File: config.mk
export PLATFORM = sky130hd
export DESIGN_NAME = hgtc_cell_class
export DESIGN_NICKNAME = d
export VERILOG_FILES = /design/src/hgtc_pkg.sv /design/src/hgtc_cell_class.sv
export SDC_FILE = /design/constraint.sdc
export NUM_CORES = 2
export LEC_CHECK = 0
export CAP_MARGIN = 10
export CELL_PAD_IN_SITES_DETAIL_PLACEMENT = 2
export CELL_PAD_IN_SITES_GLOBAL_PLACEMENT = 2
export CORE_MARGIN = 5
export CORE_UTILIZATION = 46
export CTS_CLUSTER_DIAMETER = 150
export DETAILED_ROUTE_END_ITERATION = 16
export DONT_BUFFER_PORTS = 1
export GPL_ROUTABILITY_DRIVEN = 0
export PLACE_DENSITY = 0.87
export SLEW_MARGIN = 15
export SYNTH_ARGS = -nofsm -noshare
export SYNTH_HDL_FRONTEND = slang
export SYNTH_SLANG_ARGS = --single-unit
File: constraint.sdc
create_clock -name clk -period 9 [get_ports clk]
set_input_delay 0.45 -clock clk [delete_from_list [all_inputs] [get_ports clk]]
set_output_delay 0.45 -clock clk [all_outputs]
set_load 0.01 [all_outputs]
File: src/hgtc_pkg.sv
`timescale 1ns / 1ps
package hgtc_pkg;

  localparam int CoordW     = 16;
  localparam int CellW      = CoordW + 1;
  localparam int ValW       = 24;
  localparam int MagW       = ValW - 1;
  localparam int RecipShift = 29;
  localparam int RecipW     = 25;
  localparam int ProdW      = MagW + RecipW;
  localparam int QuoW       = ProdW - RecipShift;
  localparam int RemW       = 6;

  localparam int HashCount  = 5;
  localparam int CellCount  = 5;
  localparam int StageCount = 7;

  localparam int HashPrime [HashCount] = '{23, 29, 31, 37, 41};
  localparam int HashKr    [HashCount] = '{53, 67, 79, 89, 101};
  localparam int HashKc    [HashCount] = '{97, 41, 61, 71, 83};

  localparam longint RecipOne = longint'(1) << RecipShift;
  localparam longint HashRecip [HashCount] = '{
    (RecipOne + HashPrime[0] - 1) / HashPrime[0],
    (RecipOne + HashPrime[1] - 1) / HashPrime[1],
    (RecipOne + HashPrime[2] - 1) / HashPrime[2],
    (RecipOne + HashPrime[3] - 1) / HashPrime[3],
    (RecipOne + HashPrime[4] - 1) / HashPrime[4]
  };

  // centre first, then up, left, down, right
  localparam int CellDr [CellCount] = '{0, -1, 0, 1, 0};
  localparam int CellDc [CellCount] = '{0, 0, -1, 0, 1};

  typedef enum logic [1:0] {
    ClassGrass = 2'd0,
    ClassTree  = 2'd1,
    ClassSwamp = 2'd2
  } terrain_t;

  typedef logic [StageCount-1:0] stage_en_t;

  // class of a non-negative xor value below 64, taken modulo 17
  function automatic terrain_t raw_of(input logic [RemW-1:0] x);
    terrain_t c;
    case (x)
      6'd1, 6'd18, 6'd35, 6'd52: c = ClassTree;
      6'd2, 6'd19, 6'd36, 6'd53: c = ClassSwamp;
      default:                   c = ClassGrass;
    endcase
    return c;
  endfunction

endpackage

File: src/hgtc_cell_class.sv
`timescale 1ns / 1ps
module hgtc_cell_class (
  input  logic                              clk,
  input  hgtc_pkg::stage_en_t               en,
  input  logic signed [hgtc_pkg::CellW-1:0] row,
  input  logic signed [hgtc_pkg::CellW-1:0] col,
  output hgtc_pkg::terrain_t                raw
);
  import hgtc_pkg::*;

  logic signed [ValW-1:0] v1   [HashCount];
  logic [MagW-1:0]        mag2 [HashCount];
  logic                   neg2 [HashCount];
  logic [QuoW-1:0]        quo3 [HashCount];
  logic [MagW-1:0]        mag3 [HashCount];
  logic                   neg3 [HashCount];
  logic [RemW-1:0]        rem4 [HashCount];
  logic                   neg4 [HashCount];

  for (genvar h = 0; h < HashCount; h++) begin : g_hash
    logic signed [ValW-1:0] row_x, col_x, kr, kc, v_next;
    logic [ValW-1:0]        v_neg;
    logic [ProdW-1:0]       prod;
    logic [MagW-1:0]        qp, rem_full;

    assign row_x  = ValW'(row);
    assign col_x  = ValW'(col);
    assign kr     = ValW'(HashKr[h]);
    assign kc     = ValW'(HashKc[h]);
    assign v_next = row_x * kr + col_x * kc;

    assign v_neg  = -v1[h];
    assign prod   = {{MagW{1'b0}}, RecipW'(HashRecip[h])} * {{RecipW{1'b0}}, mag2[h]};
    assign qp     = MagW'({{(MagW-QuoW){1'b0}}, quo3[h]} * MagW'(HashPrime[h]));
    assign rem_full = mag3[h] - qp;

    always_ff @(posedge clk) begin
      if (en[1]) begin
        v1[h] <= v_next;
      end
      if (en[2]) begin
        mag2[h] <= v1[h][ValW-1] ? v_neg[MagW-1:0] : v1[h][MagW-1:0];
        neg2[h] <= v1[h][ValW-1];
      end
      if (en[3]) begin
        quo3[h] <= prod[ProdW-1:RecipShift];
        mag3[h] <= mag2[h];
        neg3[h] <= neg2[h];
      end
      if (en[4]) begin
        rem4[h] <= rem_full[RemW-1:0];
        neg4[h] <= neg3[h];
      end
    end
  end

  logic [RemW-1:0] x_low;
  logic            x_neg;
  terrain_t        raw_next;

  // sign bits above the low six cancel unless an odd count is negative
  always_comb begin
    x_low = '0;
    x_neg = 1'b0;
    for (int h = 0; h < HashCount; h++) begin
      if (neg4[h] && rem4[h] != '0) begin
        x_low = x_low ^ (~rem4[h] + RemW'(1));
        x_neg = ~x_neg;
      end else begin
        x_low = x_low ^ rem4[h];
      end
    end
    raw_next = x_neg ? ClassGrass : raw_of(x_low);
  end

  always_ff @(posedge clk) begin
    if (en[5]) begin
      raw <= raw_next;
    end
  end

endmodule

After elaboration in Yosys (flattened, before gate mapping) --
Memories as Yosys holds them, arrays and structs flattened. Index checks and enable logic that the tools add are counted.
Word-level totals: register bits 2, bits in latches 0, RAM bits 490, bits in read-only memories 0, input bits 42, output and inout bits 2, logic and storage cells 110, memories kept 8
Cells by class: $add $sub $neg 20, $mul 20, divide/modulo/power cells 0, order comparisons 0, equality and inequality tests 8, shift-type cells 0, multiplexer cells 24, bitwise gates (word level) 17, reduce and logical (&&, ||, !) cells 12
Memories:
- v1 | depth 5, bits a word 24, read ports 5, clocked after Yosys merged registers in 0, write ports 5, line hgtc_cell_class.sv:11 | logic signed [ValW-1:0] v1 [HashCount];
- mag2 | depth 5, bits a word 23, read ports 5, clocked after Yosys merged registers in 0, write ports 5, line hgtc_cell_class.sv:12 | logic [MagW-1:0] mag2 [HashCount];
- mag3 | depth 5, bits a word 23, read ports 5, clocked after Yosys merged registers in 0, write ports 5, line hgtc_cell_class.sv:15 | logic [MagW-1:0] mag3 [HashCount];
- quo3 | depth 5, bits a word 19, read ports 5, clocked after Yosys merged registers in 0, write ports 5, line hgtc_cell_class.sv:14 | logic [QuoW-1:0] quo3 [HashCount];
- rem4 | depth 5, bits a word 6, read ports 5, clocked after Yosys merged registers in 0, write ports 5, line hgtc_cell_class.sv:17 | logic [RemW-1:0] rem4 [HashCount];
- neg2 | depth 5, bits a word 1, read ports 5, clocked after Yosys merged registers in 0, write ports 5, line hgtc_cell_class.sv:13 | logic neg2 [HashCount];
- 2 more memories
Operators with widths (count):
- 17-bit by 8-bit multiplier with 24-bit output, second input constant | 7
- 24-bit by 23-bit multiplier with 47-bit output, first input constant | 3
- 24-bit adder | 5
- 23-bit 2-to-1 mux | 5
- 23-bit negation | 5
- 25-bit by 23-bit multiplier with 48-bit output, first input constant | 2
- 17-bit by 7-bit multiplier with 24-bit output, second input constant | 3
- 19-bit by 5-bit multiplier with 6-bit output, second input constant | 3
- 6-bit XOR | 8
- 19-bit by 6-bit multiplier with 6-bit output, second input constant | 2
- 6-bit by 1-bit adder with 6-bit output, second input constant | 5
- 6-bit 2-to-1 mux | 5
- 6-bit inverter | 5
- 6-bit nonzero test | 5
- 6-bit subtractor | 5
- 6-bit equality test, second input constant | 4
- 1-bit 2-to-1 mux | 13
- 6-bit by 5-bit equality test with 1-bit output, second input constant | 2
- 4-bit OR reduction | 2
- 6-bit by 1-bit equality test with 1-bit output, second input constant | 1
- 6-bit by 2-bit equality test with 1-bit output, second input constant | 1
- 1-bit logical AND | 5
- 1-bit inverter | 4
- 2-bit one-hot mux with 2 select lines | 1

Depth between registers and ports, before layout --
An unclocked memory read counts as a cell.
word-level depth 15, mapped depth 25, gate-level depth less buffers 25

Least setup slack after synthesis --
Ideal clock, no wire load.
path kind reg-to-reg, start memory mag2[0][94] (netlist name), end memory quo3[0][80] (netlist name) (data pin), library setup time 0.258 ns, arrival time 6.129 ns, data required time 8.742 ns, setup slack 2.613 ns, stages on the path, launching flop included 20, path buffers 0, clock period less this slack 6.387 ns, cells stage by stage edfxtp_1 fa_1 inv_1 fa_1 fa_1 fa_1 fa_1 inv_1 fa_1 fa_1 ha_1 a21o_1 a21o_1 a2111oi_0 o21ai_0 a21oi_1 o21ai_0 or3_1 a21oi_1 xnor2_1
RTL lines (line):
- from (decl) | hgtc_cell_class.sv:12
- to (decl) | hgtc_cell_class.sv:14

==> results_tabular.tex <==
\begin{tabular}{lr}
\hline
Metric & Value \\
\hline
\multicolumn{2}{l}{\textbf{Yosys}} \\
Library cell with the highest instance count after synthesis & inv\_1 \\
Most area-consuming cells after synthesis & fa\_1 (36\%), ha\_1 (24\%), edfxtp\_1 (15\%) \\
Synth Area per Inst & 10.9 sq um \\
Post-synth cell types & 70 \\
Summed instance area of the synthesized netlist & 66600 sq um \\
Number of instances in the synthesized netlist & 6118 \\
Most instantiated cells after synthesis & inv\_1 (1868), ha\_1 (1282), fa\_1 (1200) \\
Proportion of synthesized flip-flops having asynchronous set or reset & 0\% \\
Total of flip-flops plus latches after synthesis & 328 \\
Flip-flop cell with the highest count after synthesis & edfxtp\_1 \\
Top cell type's share of synthesized area & 36.1\% \\
Number of synthesis warnings & 0 \\
Leading area contributor after synthesis & fa\_1 \\
Post-synthesis sequential area ratio & 14.8\% \\
Post-synth EDFFs & 328 \\
Total nets after synthesis & 8642 \\
\multicolumn{2}{l}{\textbf{Floorplanning}} \\
Count of boundary I/O pins & 44 \\
Die Outline Area & 153000 sq um \\
Standard-cell rows & 139 \\
Effective utilization at floorplan & 46.3\% \\
Width of the die & 391 um \\
Die Span Y & 391 um \\
Core Box Area & 144000 sq um \\
\multicolumn{2}{l}{\textbf{Hold path}} \\
HP Class & input pin to flip-flop \\
\multicolumn{2}{l}{\textbf{Clock network}} \\
CTS Buffer Depth & 3 \\
Clock Sink Count & 328 \\
Depth of the CTS H-tree & 2 \\
Clk pin slew, worst setup/hold paths & 0.07 ns \\
CTS tree & done \\
Insertion delay of the later-clocked pin in the worst-skew pair & 0.66 ns \\
Clock buffers created by TritonCTS & 45 \\
Root buffer cell & clkbuf\_16 \\
\multicolumn{2}{l}{\textbf{Route}} \\
Number of antenna-violating nets in the routed design & 0 \\
Via density per instance & 6.10 \\
Routed Wire Length & 294 mm \\
Number of search-and-repair iterations in the first detailed-routing pass & 6 \\
DRC Markers & 0 \\
Wire length per cell after detailed routing & 36.3 um \\
Total number of vias & 49400 \\
Number of design-rule violations left by the first detailed-router iteration & 3768 \\
\multicolumn{2}{l}{\textbf{Global route}} \\
Met1 Track Usage GR & 39.0\% \\
Number of global-route vias before repair & 61700 \\
Overall overflow remaining after global route & 0 \\
M2 GR Usage & 67.9\% \\
GR Util met3 & 9.68\% \\
Maximum number of pins on one net before global-route repair & 78 \\
Initial antenna violation count & 14 \\
Total routing usage reported by global routing & 38.7\% \\
Global-route wire length before repair & 427 mm \\
Most Used Layer, Global Route & met2 \\
\multicolumn{2}{l}{\textbf{Critical path}} \\
Worst-path cell chain & fa\_1, fa\_1, fa\_1, fa\_1, inv\_1, fa\_1, inv\_1, fa\_1, inv\_1, fa\_1, inv\_1, ha\_1, o21ai\_0, nand2b\_1, a21oi\_1, nor4\_1, a21oi\_1, a311oi\_1, and4\_1, a2111oi\_0, xnor2\_1 \\
Worst path max stage delay & 0.72 ns \\
Critical Path AT & 8.43 ns \\
Endpoint required time on the critical path & 9.34 ns \\
Crit. End Element & flip-flop \\
Slowest library cell on the worst path & edfxtp\_1 \\
Critical path class & flip-flop to flip-flop \\
Crit Path Max Fanout & 9 \\
Most repeated library cell on the critical path & fa\_1 \\
Sort of element at the start of the critical path & flip-flop \\
\multicolumn{2}{l}{\textbf{STA}} \\
Number of hold violations in the final report & 0 \\
Unrepaired setup endpoints after global routing & no \\
Slew at the pin closest to its max-slew limit & 1.31 ns \\
Worst relative slew slack & 12.6\% \\
Share of the cycle needed by the critical path after routing & 89.9\% \\
Worst setup skew after layout & 0.0395 ns \\
Final setup violation count & 0 \\
Number of slew-limit violations in the final report & 0 \\
Minimum clock period & 8.09 ns \\
Max Fclk & 124 MHz \\
TNS Setup & 0 ns \\
\multicolumn{2}{l}{\textbf{Run}} \\
Max-cap violation count & 0 \\
\multicolumn{2}{l}{\textbf{Finish}} \\
Share of cells above drive strength 1 & 1.82\% \\
FILL cells & 14400 \\
Utilization of the core after routing & 49.1\% \\
Post-layout nets & 8685 \\
Synth-to-layout area growth & 6.07\% \\
\multicolumn{2}{l}{\textbf{Placement}} \\
Total half-perimeter wirelength after legalization and detailed placement & 222 mm \\
IO buf count & 0 \\
\multicolumn{2}{l}{\textbf{Status}} \\
Outcome & completed \\
\hline
\end{tabular}
## area by class of cell
type                    count  area [sq um]  area share [%]
diodes                     10          25.0          0.0354
inverters                1869          7020            9.93
clock inverters            30           322           0.455
repair buffers             12           208           0.294
well taps                1903          2380            3.37
flip-flops and latches    328          9850            13.9
multi-input cells        3905         49700            70.3
clock buffers              51          1170            1.66
## timing repair
action,4_1_cts,5_1_grt
hold buffers,8,0
resized for setup,0,0
endpoints found under the hold margin,201,0
setup buffers,0,0
## cell families (layout without fill, tap and decap cells)
kind of cell,Yosys count,after routing,synth area share [%]
AO/OA/AOI/OAI,485,485,4.74
XOR/XNOR,435,435,5.75
adder cells (fa/ha/maj),2482,2482,60.1
buffers and inverters,1885,1962,10.6
flip-flops,328,328,14.8
multiplexers,16,16,0.240
other,0,10,0
AND/OR/NAND/NOR,487,487,3.71
## registers in the layout, summed over array words and instances (netlist names)
signal,flops
v1,114
mag2,111
quo3,30
rem4,30
mag3,26
neg2,5
neg3,5
neg4,5
raw,2
## worst max-delay path: cells and delay by family, from the launching register on
kind	cells	cell delay, ns
buffers and inverters	4	0.29
adder cells (fa/ha/maj)	8	4.11
flip-flops	1	0.72
AND/OR/NAND/NOR	3	0.57
AO/OA/AOI/OAI	5	1.83
XOR/XNOR	1	0.24
## final timing paths
check        depth (start not counted)         from  slack, ns     endpoint
max reg2reg                         21  mag2[0][27]       0.91  quo3[0][24]
min reg2reg                          0   neg3[0][0]       0.42   neg4[0][0]
min                                  1       col[0]       0.05    v1[0][96]
max                                 21  mag2[0][27]       0.91  quo3[0][24]
## placed cells by master (no fill, tap or decap), types with 46 or more instances in the layout
| cell | instances |
|---|---|
| nand2_1 | 108 |
| a21o_1 | 59 |
| fa_1 | 1200 |
| inv_1 | 1868 |
| nor3_1 | 47 |
| xnor2_1 | 370 |
| ha_1 | 1282 |
| o21ai_0 | 116 |
| edfxtp_1 | 328 |
| xor2_1 | 63 |
| clkbuf_16 | 46 |
| a21oi_1 | 124 |
| nor2_1 | 116 |
## per-layer routing
metal	part of all wire, %	routed length [um]
met4	10	30000
met5	0.0092	27
met2	50	147000
met3	7.2	21200
met1	33	96400
## stage by stage
stage / hold WS [ns] / instances / cell area [sq um] / setup slack [ns]
global placement: 0.404 / 8009 / 69000 / 1.71
detailed placement: 0.407 / 8009 / 69000 / 1.30
floorplan: 0.400 / 6118 / 66600 / 2.61
finish: 0.0498 / 8108 / 70700 / 0.913
CTS: 0.00959 / 8098 / 70600 / 1.12
global route: 0.00176 / 8098 / 70600 / 0.887
Power is not shown: default switching activity piles up to over one toggle a cycle in this logic, so the estimate is an artifact.
