[src/hgtc_pkg.sv]
`timescale 1ns / 1ps
package hgtc_pkg;

  localparam int CoordW     = 16;
  localparam int CellW      = CoordW + 1;
  localparam int ValW       = 24;
  localparam int MagW       = ValW - 1;
  localparam int RecipShift = 29;
  localparam int RecipW     = 25;
  localparam int ProdW      = MagW + RecipW;
  localparam int QuoW       = ProdW - RecipShift;
  localparam int RemW       = 6;

  localparam int HashCount  = 5;
  localparam int CellCount  = 5;
  localparam int StageCount = 7;

  localparam int HashPrime [HashCount] = '{23, 29, 31, 37, 41};
  localparam int HashKr    [HashCount] = '{53, 67, 79, 89, 101};
  localparam int HashKc    [HashCount] = '{97, 41, 61, 71, 83};

  localparam longint RecipOne = longint'(1) << RecipShift;
  localparam longint HashRecip [HashCount] = '{
    (RecipOne + HashPrime[0] - 1) / HashPrime[0],
    (RecipOne + HashPrime[1] - 1) / HashPrime[1],
    (RecipOne + HashPrime[2] - 1) / HashPrime[2],
    (RecipOne + HashPrime[3] - 1) / HashPrime[3],
    (RecipOne + HashPrime[4] - 1) / HashPrime[4]
  };

  // centre first, then up, left, down, right
  localparam int CellDr [CellCount] = '{0, -1, 0, 1, 0};
  localparam int CellDc [CellCount] = '{0, 0, -1, 0, 1};

  typedef enum logic [1:0] {
    ClassGrass = 2'd0,
    ClassTree  = 2'd1,
    ClassSwamp = 2'd2
  } terrain_t;

  typedef logic [StageCount-1:0] stage_en_t;

  // class of a non-negative xor value below 64, taken modulo 17
  function automatic terrain_t raw_of(input logic [RemW-1:0] x);
    terrain_t c;
    case (x)
      6'd1, 6'd18, 6'd35, 6'd52: c = ClassTree;
      6'd2, 6'd19, 6'd36, 6'd53: c = ClassSwamp;
      default:                   c = ClassGrass;
    endcase
    return c;
  endfunction

endpackage

[src/hgtc_pipe_ctrl.sv]
`timescale 1ns / 1ps
module hgtc_pipe_ctrl (
  input  logic               clk,
  input  logic               rst,
  input  logic               in_valid,
  output logic               in_ready,
  output logic               out_valid,
  input  logic               out_ready,
  output hgtc_pkg::stage_en_t en
);
  import hgtc_pkg::*;

  logic [StageCount-1:0] vld;

  always_comb begin
    en[StageCount-1] = !vld[StageCount-1] || out_ready;
    for (int k = StageCount - 2; k >= 0; k--) begin
      en[k] = !vld[k] || en[k+1];
    end
  end

  always_ff @(posedge clk) begin
    if (rst) begin
      vld <= '0;
    end else begin
      if (en[0]) begin
        vld[0] <= in_valid;
      end
      for (int k = 1; k < StageCount; k++) begin
        if (en[k]) begin
          vld[k] <= vld[k-1];
        end
      end
    end
  end

  assign in_ready  = en[0];
  assign out_valid = vld[StageCount-1];

endmodule

[config.mk]
export PLATFORM = sky130hd
export DESIGN_NAME = hgtc_pipe_ctrl
export DESIGN_NICKNAME = d
export VERILOG_FILES = /design/src/hgtc_pkg.sv /design/src/hgtc_pipe_ctrl.sv
export SDC_FILE = /design/constraint.sdc
export NUM_CORES = 1
export LEC_CHECK = 0
export BUFFER_PORTS_ARGS = -buffer_cell sky130_fd_sc_hd__buf_2
export CORE_AREA = 2 2 39 41
export CTS_BUF_LIST = sky130_fd_sc_hd__clkbuf_4 sky130_fd_sc_hd__clkbuf_8
export DETAILED_ROUTE_END_ITERATION = 6
export DIE_AREA = 0 0 41 43
export PLACE_DENSITY_LB_ADDON = 0.12
export SETUP_SLACK_MARGIN = 0.05
export SLEW_MARGIN = 5
export SYNTH_ARGS = -nofsm -noshare
export SYNTH_HDL_FRONTEND = slang
export SYNTH_SLANG_ARGS = --single-unit
[constraint.sdc]
create_clock -name clk -period 2.8 [get_ports clk]
set_clock_uncertainty 0.15 [all_clocks]
set_input_delay 0.56 -clock clk [delete_from_list [all_inputs] [get_ports clk]]
set_output_delay 0.56 -clock clk [all_outputs]
set_load 0.02 [all_outputs]
# ---- Yosys cells after proc, flatten, opt, wreduce, memory -nomap -nowiden
# Cells that the tools add are included.
dict set report word_totals {
  ff_bits 7
  latch_bits 0
  mem_bits_rw 0
  rom_bits 0
  inputBits 4
  out_inout_bits 9
  wordCells 21
  mem_count 0
}
dict set report classes {
  addsub 0
  multipliers 0
  div_mod_pow 0
  magnitude_cmp 0
  eq_ne 0
  n_shift 0
  mux 0
  bitwise_logic 0
  n_reduce_logical 14
}
# operator count
set ops {}
lappend ops {{$logic_not A1 Y1} 7}
lappend ops {{$logic_or A1 B1 Y1} 7}

# ---- Logic depth before layout (Yosys ltp)
# Gate-level depths: netlist of the first run.
dict set report depth {
  ltp_word 8
  mapped_depth 4
  depth_no_buf 3
}

# ---- Worst setup path after synthesis of the first run
# Ideal clock, no wire load.
dict set report synth_timing {
  path_type {in2out}
  from {input port out_ready}
  to {output port en[0]}
  arrival_ns 1.292
  required_ns 2.090
  path_slack_ns 0.798
  stages 4
  n_path_buf 2
  path_cell_list {and4b_1 buf_6 nand2_1 buf_4}
}
dict set report synth_between {
  elab_chain_len 7
}
# item line
set synth_rtl {}
lappend synth_rtl {{start, declared} hgtc_pipe_ctrl.sv:8} ;# input logic out_ready,
lappend synth_rtl {{$logic_or A1 B1 Y1} hgtc_pipe_ctrl.sv:16} ;# en[StageCount-1] = !vld[StageCount-1] || out_ready;
lappend synth_rtl {{$logic_or A1 B1 Y1 (6 in series)} hgtc_pipe_ctrl.sv:18} ;# en[k] = !vld[k] || en[k+1];
lappend synth_rtl {{end, declared} hgtc_pipe_ctrl.sv:9} ;# output hgtc_pkg::stage_en_t en
# Every way passes these cells.

# ---- Worst setup path after layout of the first run
# Ends and elaborated chain as after synthesis.

==> results of run 1 <==
==> path summary, 6_finish.rpt <==
kind / to / depth (start not counted) / startpoint
min reg2reg: vld[1]$_SDFFE_PP0P_ / 2 / vld[0]$_SDFFE_PP0P_
max: en[0] / 4 / out_ready
min: vld[1]$_SDFFE_PP0P_ / 2 / vld[0]$_SDFFE_PP0P_
max reg2reg: vld[0]$_SDFFE_PP0P_ / 3 / vld[5]$_SDFFE_PP0P_
==> report_power, final <==
part           leakage (nW)  internal, mW  total (mW)  switching (mW)
clock network        0.0184        0.0640       0.101          0.0366
logic                0.0868       0.00302     0.00656         0.00354
registers            0.0570         0.102       0.104         0.00228
total                 0.162         0.169       0.211          0.0424
==> routing by layer <==
layer	part of all wire	vias up
met5	0	-
met4	0	0
met3	0.079	0
met2	0.45	9
met1	0.47	110
li1	-	134
==> layout make-up <==
class / count / area share
multi-input combinational: 19 / 0.306
sequential: 7 / 0.361
inverter: 5 / 0.0484
clock buffer: 4 / 0.0774
tap: 16 / 0.0516
timing repair buffer: 12 / 0.155
==> worst reg2reg max path, cell delays in order, from the launching register on <==
cell,delay (ps)
sky130_fd_sc_hd__dfxtp_1,360
sky130_fd_sc_hd__and4b_1,420
sky130_fd_sc_hd__nand2_1,140
sky130_fd_sc_hd__a21oi_1,150
==> stage by stage <==
stage               hold slack [ps]  power (mW)  setup WS (ps)  cells  utilization
floorplan                       272       0.109            798     33            -
global placement                293       0.113            617     59        0.259
detailed placement              300       0.113            633     59        0.259
CTS                             309       0.218            634     63        0.280
global route                    341       0.225            590     63        0.280
finish                          303       0.211            649     63        0.280
==> cell usage in the layout, fill, tap and decap left out, drive strengths merged <==
master,instances
nand4,1
nor2,6
nor2b,1
nand3,1
and4,1
inv,5
buf,12
clkbuf,4
and4b,1
nand2,3
a21oi,5
dfxtp,7
==> cells in the mapped netlist <==
cell and instances:
sky130_fd_sc_hd__dfxtp_1 7, sky130_fd_sc_hd__nor2_1 6, sky130_fd_sc_hd__inv_1 5, sky130_fd_sc_hd__a21oi_1 4, sky130_fd_sc_hd__nand2_1 3, sky130_fd_sc_hd__a21oi_2 1, sky130_fd_sc_hd__and4_1 1, sky130_fd_sc_hd__and4b_1 1
sky130_fd_sc_hd__buf_4 1, sky130_fd_sc_hd__buf_6 1, sky130_fd_sc_hd__nand3_2 1, sky130_fd_sc_hd__nand4_4 1, sky130_fd_sc_hd__nor2b_1 1
==> cell families after synthesis <==
group / count (synthesis)
AO/OA/AOI/OAI: 5
buffers and inverters: 7
flip-flops: 7
AND/OR/NAND/NOR: 14
==> impl.org, run 1 <==
** Cells and area
- Number of flip-flops in the largest register :: 7
- Antenna diodes :: 0
- Fill cells in the final layout number ~160.
- In the final layout, the share of cells above drive strength 1 is 0.404.
- The sequential cells in the finished layout cover a total of 140 um^2.
- Synthesis-to-layout area growth :: 30.8%
- Final net count :: 52
- The register with the most flip-flops in the final layout is vld.
- Post-route cell area :: 388 um^2
- The multi-input combinational cells in the finished layout cover a total of between 100 and 150 um^2.
- Leading registers by flop count :: vld x7

** Power
- Leakage power of the design :: 0.162 nW
- Across the VDD grid, the largest voltage drop is about 0.23 mV.
- Power spread over the standard cell area amounts to around 550 nW/um^2.

** Detailed routing
- In the final routed layout, each cell accounts on average for 9.03 um.
- Number of nets with antenna violations after detailed routing :: 0
- The first detailed-routing pass took 3 iterations.
- Avg Vias per Cell :: ~4
- Routed wire length :: about 570 um
- For this block, the via count after detailed routing is between 200 and 300.
- DRC violation count after routing :: 0
- After the first detailed-routing iteration, the DRC count stood at 2.

** Floorplanning
- The die covers around 1800 um^2.
- The initial utilization of the core area, before any placement, comes to 0.214.
- Site Rows :: 14
- In this run the count of I/O pins placed on the die edge is 13.
- The total area inside the core boundary comes to around 1400 um^2.
- The floorplan step set the die height to 43 um.
- Die X-Extent :: just over 40 um

** Setup path
- STA puts the critical path data required time at between 2000 and 2500 ps.
- The setup path with the least slack is of type input pin to output port.
- Endpoint type of the worst setup path :: output port
- Reg2reg setup slack :: 1510 ps
- Of all nets on the critical path, the largest fanout is 7.
- Most repeated library cell on the critical path :: sky130_fd_sc_hd__buf_2
- Kind of cell with the highest combined delay on the critical path :: simple AND/OR/NAND/NOR gates
- Cell-by-cell listing of the critical path :: buf_2 -> and4b_1 -> nand2_1 -> buf_2
- Highest-delay cell along the critical path :: sky130_fd_sc_hd__and4b_1
- For the worst setup path, the data arrival time is around 1400 ps.
- Counting both buffers and inverters, the worst setup path holds a total of 2.
- In this design, the stage delay of the slowest critical-path cell is roughly 450 ps.
- STA classifies the critical path startpoint as an input pin.

** Timing
- Max Fclk :: 465 MHz
- Of the available clock period, the critical path in the final layout requires 0.768.
- The routed design could run at a clock period as short as between 2000 and 2500 ps.
- Unrepaired setup endpoints after global routing :: false
- For the pin with the worst max-slew slack, the measured transition is 336 ps.
- The final hold violation count came to 0.
- Final number of max-transition violations :: 0
- Max-slew headroom at the worst pin :: 0.776
- In the final timing run, aggregate negative setup slack is 0 ps.
- Setup violations remaining at the end of the flow were counted as 0.

** Global routing
- Fraction of met2 tracks used by global routing :: 0.113
- In this run the most used layer during global routing was met2.
- In the global route stage, met3 resource usage came out at 0.0314.
- The first global-routing pass estimated around 860 um of wire.
- Overall global routing resource usage :: 0.0754
- Global routing usage on met1 :: 0.0774
- Aggregate global routing overflow :: 0
- Entering global routing, the biggest net connects 8 pins.
- The number of global-route vias before repair is about 230.
- The number of antenna violations at the first check in global routing is 0.

** Synthesis
- Of the total synthesized cell area, the portion taken by AND, OR, NAND and NOR gates is 0.304.
- Number of unique standard cell types used by synthesis :: 13
- Averaged over all synthesized cells, the footprint is between 8 and 9 um^2.
- Sequential fraction of the synthesis area :: 0.473
- Sorting the synthesized cells by area gives the leading types as sky130_fd_sc_hd__dfxtp_1 (47%), sky130_fd_sc_hd__nor2_1 (7.6%), sky130_fd_sc_hd__nand4_4 (7.2%).
- After synthesis, the largest family of logic cells by area is simple AND/OR/NAND/NOR gates.
- Warnings from Yosys :: 0
- The number of nets in the synthesized netlist is 37.
- Counting every instance in the synthesized netlist gives 33.
- Share of the synthesized area in the top cell type :: 0.473
- In this run, synthesis produced a sequential element count of 7.
- The fraction of the mapped netlist area in compound gates is 0.0970.
- Of the total synthesized cell area, the portion taken by XOR and XNOR cells is 0.
- Proportion of synthesized area in mux cells :: 0
- Synth Area in Adders :: 0
- The biggest area contributor in the post-synthesis netlist is sky130_fd_sc_hd__dfxtp_1.
- Post-synthesis cell area :: a little under 300 um^2

** Clock network
- Buffer depth of the longest clock path :: 2
- In this run, CTS created clock tree buffers numbering 3.
- Clock tree from TritonCTS :: yes
- At the later pin of the worst-skew pair, clock insertion delay measures 250 ps.
- Number of H-tree levels :: 1
- Sinks on Clock Net :: 7
- The tree is rooted in a sky130_fd_sc_hd__clkbuf_4.
- Hold Buf Count CTS :: 0
- In this run, post-CTS repair resized a total of 0 instances.
- After clock tree synthesis, the clock-pin slew on the worst setup and hold paths is about 50 ps.
- Setup Fix Bufs, Post-CTS :: 0

** Outcome
- The run finished with clean final reports.

** Job
- Max_cap viols :: 0

** Placement
- Placed cell area :: ~360 um^2
- Detail Placement HPWL :: about 440 um
- Global placer's final weighted congestion :: between 0.6 and 0.7
- In this run the tool buffered the top-level ports with 12 buffer cells.

** Hold path
- The path class of the tightest hold or removal check is flip-flop to flip-flop.
Power figures use the tool's default switching activity.
==> run 2, diff against run 1 <==
--- a/config.mk
+++ b/config.mk
@@ -5,6 +5,7 @@
 export SDC_FILE = /design/constraint.sdc
 export NUM_CORES = 1
 export LEC_CHECK = 0
+export ABC_AREA = 1
 export BUFFER_PORTS_ARGS = -buffer_cell sky130_fd_sc_hd__buf_2
 export CORE_AREA = 2 2 39 41
 export CTS_BUF_LIST = sky130_fd_sc_hd__clkbuf_4 sky130_fd_sc_hd__clkbuf_8
==> constraint.sdc (replaced) <==
create_clock -name clk -period 2.2 [get_ports clk]
set_clock_uncertainty 0.15 [all_clocks]
set_input_delay 0.44 -clock clk [delete_from_list [all_inputs] [get_ports clk]]
set_output_delay 0.44 -clock clk [all_outputs]
set_load 0.02 [all_outputs]
==> run 2 against run 1 <==
Non-clock buffer count unchanged. Via count decreased by 1.6%. Area after synthesis is 1.7% lower. Sequential share of layout area down 0.57 points. Die area did not move. Global-route usage rose by 0.91 points. Highest routed layer is now met4.
==> impl.org, run 2 <==
** Outcome
- Result of the run :: completed

** Setup path
- In this run the worst path has a maximum fanout of 5.
- For this run, the slowest stage of the critical path takes 400 ps.
- The worst setup path is launched from a flip-flop.
- Kind of cell with the highest combined delay on the critical path :: simple AND/OR/NAND/NOR gates
- Walking the worst path, the cells encountered are nand4_4 -> nor2_4 -> nand4_2 -> buf_2.
- Data on the critical path arrives at its endpoint at ~1300 ps.
- Required time of the critical path :: approximately 1600 ps
- Highest-delay cell along the critical path :: sky130_fd_sc_hd__dfxtp_1
- The worst register-to-register path begins at vld[6]$_SDFFE_PP0P_.
- The endpoint identified for the worst register-to-register timing path is vld[0]$_SDFFE_PP0P_.
- STA classifies the critical path endpoint as an output port.
- The worst setup path is of the flip-flop to output port kind.
- Across all register-to-register paths, the minimum setup slack is ~1000 ps.
- Cell count of the worst reg-to-reg path :: 4
- Total buffers and inverters traversed by the critical path :: 1

** Timing
- The final hold violation count was 0.
- The max-slew violation count is 0.
- Setup violations remaining at the end of the flow were counted as 0.
- The clock period could shrink to around 1800 ps.
- Max Fclk :: 542 MHz
- In the finished design, the share of the clock period the worst path needs comes to 0.838.
- Transition time at the pin with the least slew margin :: around 170 ps
- Unrepaired setup endpoints after global routing :: false
- Setup TNS :: 0 ps
- Max-slew headroom at the worst pin :: 0.884

** Detailed routing
- Routed wire length :: 598 um
- DRC violation count after routing :: 0
- In the final routed layout, each cell accounts on average for slightly above 9 um.
- For this block, the initial DRC count from the detailed router was 1.
- The first TritonRoute pass finished after 2 iterations.
- Number of nets with antenna violations after detailed routing :: 0
- Summing over every cut layer, the via total after detailed routing is 249.
- In the routed layout, each cell is associated on average with a via count of between 3 and 4.

** Floorplanning
- Area of the core region :: between 1000 and 1500 um^2
- For this design the top-level I/O count stands at 13.
- Die boundary height :: around 43 um
- Die X-Extent :: between 40 and 50 um
- Site Rows :: 14
- The initial utilization of the core area, before any placement, comes to 0.211.
- The floorplan step defined a die boundary enclosing 1760 um^2.

** Hold path
- Hold-critical path endpoint :: vld[0]$_SDFFE_PP0P_
- Path category of the worst min-delay check :: input pin to flip-flop
- Launch instance of the worst min-delay path :: in_valid
- Hold Crit Depth :: 3

** Cells and area
- Final design utilization :: 0.285
- Leaving out fill and tap cells, the most frequent cell in the layout is sky130_fd_sc_hd__buf_2.
- Antenna diodes :: 0
- Number of flip-flops in the largest register :: 7
- The largest registers in the layout are vld x7.
- Final net count :: 53
- For this run, the number of standard cells in the final layout without fillers is 64.
- Ranked by flip-flop count, first place goes to vld.
- Share of cells above drive strength 1 :: 0.438
- The area growth from synthesis to layout is 35.2%.
- Most frequent cells in the layout :: sky130_fd_sc_hd__buf_2 (12), sky130_fd_sc_hd__inv_1 (9), sky130_fd_sc_hd__dfxtp_1 (7)

** Clock network
- Hold Buf Count CTS :: 0
- In this run the number of H-tree levels came out at 1.
- The clock passes through at most 2 buffers.
- TritonCTS built the clock tree.
- Cts bufs inserted :: 3
- Gates resized, CTS repair :: 0
- The clock reaches the later pin of the worst-skew pair after between 200 and 250 ps.
- Clock Pin Slew Worst Setup and Hold Paths :: about 50 ps
- Setup Fix Bufs, Post-CTS :: 0
- Counting every sink on the clock net gives 7.
- In this run the clock root is driven by a sky130_fd_sc_hd__clkbuf_4.

** Power
- Worst voltage drop across the vdd grid :: roughly 0.27 mV
- Total power of the final layout :: 268 uW
- In this run the static leakage power is approximately 0.16 nW.
- Share of total power in the clock network :: 0.470
- Summed over all nets, the switching power comes to between 50 and 60 uW.
- Internal power comes to 215 uW.
- Combinational group share of total power :: 0.036
- Of the total power, registers draw 0.495.
- Power per unit of standard cell area :: 680 nW/um^2
- Of the total power, the share spent switching nets is 0.198.

** Placement
- Detail Placement HPWL :: between 400 and 500 um
- Global placer's final weighted congestion :: a little over 0.6
- Number of buffers added on ports :: 12
- Cell count after placement :: 60

** Synthesis
- Synth Flop Type :: sky130_fd_sc_hd__dfxtp_1
- Summed over all instances, the cell type with the most area after synthesis is sky130_fd_sc_hd__dfxtp_1.
- Counting flops with an async set or reset pin after synthesis yields a share of 0.
- Counting instances in the post-synthesis netlist gives the leading cell types as sky130_fd_sc_hd__inv_1 (9), sky130_fd_sc_hd__dfxtp_1 (7), sky130_fd_sc_hd__nor2_1 (5).
- Among all cell types in the netlist, the one instantiated most often is sky130_fd_sc_hd__inv_1.
- Counting flops with a built-in enable in the synthesized netlist gives 0.
- Area contributors post-synth :: sky130_fd_sc_hd__dfxtp_1 (48%), sky130_fd_sc_hd__inv_1 (12%), sky130_fd_sc_hd__nand4_4 (7.3%)
- Post-synthesis cell area :: between 200 and 300 um^2
- The share of synthesized area in the top cell type comes to 0.481.
- Yosys reg bits :: 7
- Number of unique standard cell types used by synthesis :: 11
- In this run the mean area of a mapped cell was just under 9 um^2.
- Sequential fraction of the synthesis area :: 0.481
- Gate Count Post-Synth :: 33
- Yosys printed 0 warnings.
- Counting every net in the synthesized netlist gives 37.

** Global routing
- Wire length of the first global-routing pass :: between 800 and 900 um
- The number of antenna violations at the first check in global routing came to 0.
- For this run, the total global-route usage over all layers was measured as 0.0845.
- Vias in the first global route :: between 200 and 250
- Pin count of the biggest net entering global routing :: 8
- Aggregate global routing overflow :: 0

** Job
- Max_cap viols :: 0
==> run 2: cells by family (layout without fill, tap and decap cells) <==
group                  after synthesis  in the layout  share of synthesized area
and+or+nand+nor                     11             11                      0.279
AOI/OAI and AO/OA                    5              5                     0.0987
buffers and inverters               10             25                      0.142
DFF                                  7              7                      0.481
==> run 2: stage by stage <==
stage          hold slack, ps  cell area, um^2  worst slack [ps]
4_1_cts                   276              394               314
3_5_place_dp              322              364               365
3_3_place_gp              306              364               419
2_1_floorplan             286              292               307
5_1_grt                   297              394               246
6_report                  286              394               356
==> run 2: how the worst max path moves through the flow <==
stage,slack [ps],end,startpoint,cells after the start
6_report,360,en[0],vld[6]$_SDFFE_PP0P_,4
5_1_grt,250,en[0],vld[6]$_SDFFE_PP0P_,4
4_1_cts,310,en[0],vld[6]$_SDFFE_PP0P_,4
3_5_place_dp,360,en[0],out_ready,6
3_3_place_gp,420,en[0],out_ready,6
2_1_floorplan,310,en[0],vld[6]$_SDFFE_PP0P_,4
==> run 2: worst register-to-register path: cells and delay by family, from the launching register on <==
kind	cells	cell delay (ps)
flip-flops	1	400
AND/OR/NAND/NOR	3	420
AO/OA/AOI/OAI	1	130
==> run 2: layer usage <==
layer  GRT usage  vias up  part of all wire
li1            -      131                 -
met1      0.0809      106              0.38
met2       0.119       10              0.51
met3      0.0471        2             0.090
met4      0.0800        0             0.015
met5           0        -                 0
==> run 2: area by class of cell <==
type	instances	area [um^2]
repair buffers	12	60.1
fillers	164	990
inverters	9	33.8
clock buffers	4	30.0
flip-flops and latches	7	140
well taps	16	20.0
multi-input cells	16	110
==> run 2: power groups by stage <==
stage | Combinational [mW] | Clock [mW] | Sequential [mW]
after floorplan | 0.00429 | 0 | 0.135
after global placement | 0.00926 | 0 | 0.135
after detailed placement | 0.00988 | 0 | 0.135
after CTS | 0.00993 | 0.135 | 0.133
after global routing | 0.0112 | 0.141 | 0.133
final | 0.00957 | 0.126 | 0.133
==> run 3, diff against run 2 <==
--- a/config.mk
+++ b/config.mk
@@ -5,7 +5,7 @@
 export SDC_FILE = /design/constraint.sdc
 export NUM_CORES = 1
 export LEC_CHECK = 0
-export ABC_AREA = 1
+export ABC_AREA = 0
 export BUFFER_PORTS_ARGS = -buffer_cell sky130_fd_sc_hd__buf_2
 export CORE_AREA = 2 2 39 41
 export CTS_BUF_LIST = sky130_fd_sc_hd__clkbuf_4 sky130_fd_sc_hd__clkbuf_8
==> constraint.sdc (replaced) <==
create_clock -name clk -period 1.65 [get_ports clk]
set_clock_uncertainty 0.15 [all_clocks]
set_input_delay 0.33 -clock clk [delete_from_list [all_inputs] [get_ports clk]]
set_output_delay 0.33 -clock clk [all_outputs]
set_load 0.02 [all_outputs]
==> run 3 against run 2 <==
Hold slack got worse by 100 ps. Clock power increased by 32%. Setup slack got worse by 340 ps. Die area unchanged. Routed wire length increased by 19%. Largest cell class is now non-clock buffers. Critical path depth unchanged. Combinational power increased by 52%. Sequential power increased by 33%. Design area increased by 30%. Register-to-register slack got worse by 660 ps. Cell count increased by 9.4%. Clock-buffer cell count unchanged.
==> impl.org, run 3 (synthesis gave the netlist of run 1 again) <==
** Global routing
- Wire length of the first global-routing pass :: about 1200 um
- Overall global routing resource usage :: 0.104
- Entering global routing, the biggest net connects 8 pins.
- Antenna violations before repair :: 0
- Vias in the first global route :: approximately 280
- Aggregate global routing overflow :: 0

** Placement
- At the placement stage, the worst setup path has a slack of around 66 ps.
- Port buffering added 12 buffers.
- Detail Placement HPWL :: approximately 500 um
- Global placer's final weighted congestion :: roughly 0.64
- Placed cell area :: around 380 um^2

** Floorplanning
- During I/O placement, the number of pins put on the boundary was 13.
- The floorplan step defined a die boundary enclosing 1760 um^2.
- Area of the core region :: ~1400 um^2
- Initial core utilization :: 0.214
- Site Rows :: 14
- The floorplan step set the die height to about 43 um.
- The floorplan step set the die width to 41 um.

** Detailed routing
- Avg Vias per Cell :: roughly 4.0
- The first routing iteration left 0 violations.
- For this run, the detailed router's first-pass iteration total came to 1.
- The count of nets left with antenna violations once routing finished came out at 0.
- After detailed routing, the number of remaining DRC violations is 0.
- Routed wire length :: roughly 710 um
- Dividing the detail-routed wire length by the instance count gives 10.2 um.
- The final route contains 280 vias.

** Job
- Max_cap viols :: 0

** Clock network
- Clock tree from TritonCTS :: yes
- CTS built an H-tree with a depth of 1.
- The clock passes through at most 2 buffers.
- Clock Pin Slew Worst Setup and Hold Paths :: 50 ps
- Counting the buffers created by CTS gives 3.
- Clock Latency Late Sink :: 240 ps
- Hold Buf Count CTS :: 0
- The tree built by TritonCTS fans out to 7 sinks.
- The cell sitting at the root of the clock tree is a sky130_fd_sc_hd__clkbuf_4.

** Setup path
- Sort of element at the start of the critical path :: flip-flop
- The most critical setup path has its startpoint at vld[6]$_SDFFE_PP0P_.
- Critical setup path kind :: flip-flop to output port
- Among the stages of the critical path, the cell type that occurs most often is sky130_fd_sc_hd__buf_6.
- Data arrival at the endpoint of the critical path :: ~1200 ps
- Cell count of the worst reg-to-reg path :: 5
- At the worst endpoint, the required time is between 1000 and 1500 ps.
- Cell-by-cell listing of the critical path :: and4b_2 -> buf_6 -> nand3_4 -> buf_6
- Together, buffers and inverters on the worst path number 2.
- Highest-delay cell along the critical path :: sky130_fd_sc_hd__dfxtp_2
- STA classifies the critical path endpoint as an output port.
- Kind of cell with the highest combined delay on the critical path :: flip-flops
- Of all nets on the critical path, the largest fanout is 4.
- On the worst path, the slowest cell contributes a delay of ~320 ps.
- The critical path runs through a total of 4 cells.
- In this run the critical register-to-register path is launched from vld[6]$_SDFFE_PP0P_.

** Timing
- Of the available clock period, the critical path in the final layout requires 0.989.
- The final hold violation count was 0.
- Final number of max-transition violations :: 0
- Setup slack on the critical path of the routed design comes to 18.1 ps.
- Clock period minus final worst setup slack :: ~1600 ps
- Setup violations remaining at the end of the flow were counted as 0.
- In this run the tightest slew margin relative to its limit is 0.899.
- Setup repair after global routing could not meet its margin everywhere.
- Derived from the worst setup path, the maximum achievable clock frequency is a little over 600 MHz.
- Transition time at the pin with the least slew margin :: between 150 and 200 ps

** Power
- VDD sags by at most roughly 0.46 mV.
- The design draws approximately 360 uW.
- Power per unit of standard cell area :: about 700 nW/um^2
- Leakage power of the design :: approximately 0.23 nW

** Cells and area
- In the final layout, the share of cells above drive strength 1 is 0.648.
- Antenna diodes :: 0
- The finished cells cover about 500 um^2.
- In the final layout, flip-flops and latches occupy about 150 um^2.
- Leading registers by flop count :: vld x7
- Reg with most FFs :: vld
- Final net count :: about 60
- Compared with the post-synthesis result, the final layout area differs by 72.6%.
- Most frequent cells in the layout :: sky130_fd_sc_hd__buf_6 (8), sky130_fd_sc_hd__nor2_1 (6), sky130_fd_sc_hd__buf_2 (6)
- Number of flip-flops in the largest register :: 7
- In the final layout, the multi-input gates occupy roughly 140 um^2.
- Leaving out fill and tap cells, the most frequent cell in the layout is sky130_fd_sc_hd__buf_6.
- Layout fillers :: around 160

** Hold path
- Path category of the worst min-delay check :: input pin to flip-flop
- In this run the most critical hold path is launched from in_valid.
- Hold Crit Depth :: 3

** Outcome
- The run finished with clean final reports.
## run 3: cell types whose count changed in the layout (fill, tap and decap cells not counted), moves of 2 or more
cell | previous run | this run
sky130_fd_sc_hd__buf_4 | 0 | 5
sky130_fd_sc_hd__nand2_2 | 0 | 2
sky130_fd_sc_hd__buf_2 | 12 | 6
sky130_fd_sc_hd__buf_6 | 0 | 8
sky130_fd_sc_hd__inv_1 | 9 | 4
sky130_fd_sc_hd__dfxtp_2 | 0 | 4
sky130_fd_sc_hd__dfxtp_1 | 7 | 3
## run 3: worst min-delay path: stages
cell and delay (ps):
sky130_fd_sc_hd__buf_2 100, sky130_fd_sc_hd__inv_1 40, sky130_fd_sc_hd__a21oi_1 50
## run 3: worst paths after layout
kind | endpoint | slack (ps)
worst min-delay path | vld[0]$_SDFFE_PP0P_ | 180
worst max-delay path | en[2] | 20
worst min register to register | vld[1]$_SDFFE_PP0P_ | 300
worst max register to register | vld[3]$_SDFFE_PP0P_ | 380
## run 3: area by class of cell
cell class,count,share of cell area
flip-flops and latches,7,0.284
clock buffers,4,0.0587
repair buffers,19,0.308
multi-input cells,19,0.274
well taps,16,0.0391
inverters,5,0.0367
## run 3: per-stage QoR
step	util	instances	hold WS, ps	TNS, ps
after floorplan	-	33	242	0
after global routing	0.370	70	190	-168
after global placement	0.276	62	292	0
after detailed placement	0.276	62	295	0
final	0.370	70	184	0
after CTS	0.363	70	172	-3.44
## run 3: routing by layer
| layer | part of all wire | global-route usage |
|---|---|---|
| met5 | 0 | 0 |
| met4 | 0 | 0.0800 |
| met3 | 0.060 | 0.0524 |
| met2 | 0.50 | 0.141 |
| met1 | 0.44 | 0.119 |
## run 3: report_power, final
part / total [mW] / internal [mW] / switching, mW
Sequential: 0.177 / 0.174 / 0.00338
Combinational: 0.0145 / 0.00598 / 0.00851
Clock: 0.166 / 0.108 / 0.0579
Total: 0.358 / 0.288 / 0.0698
## run 3: repair_timing
item,CTS,global route
setup endpoints to repair,6,8
pin swaps,4,0
buffers inserted,4,0
gates cloned,0,0
hold endpoints to repair,0,0
gates resized for setup,21,3
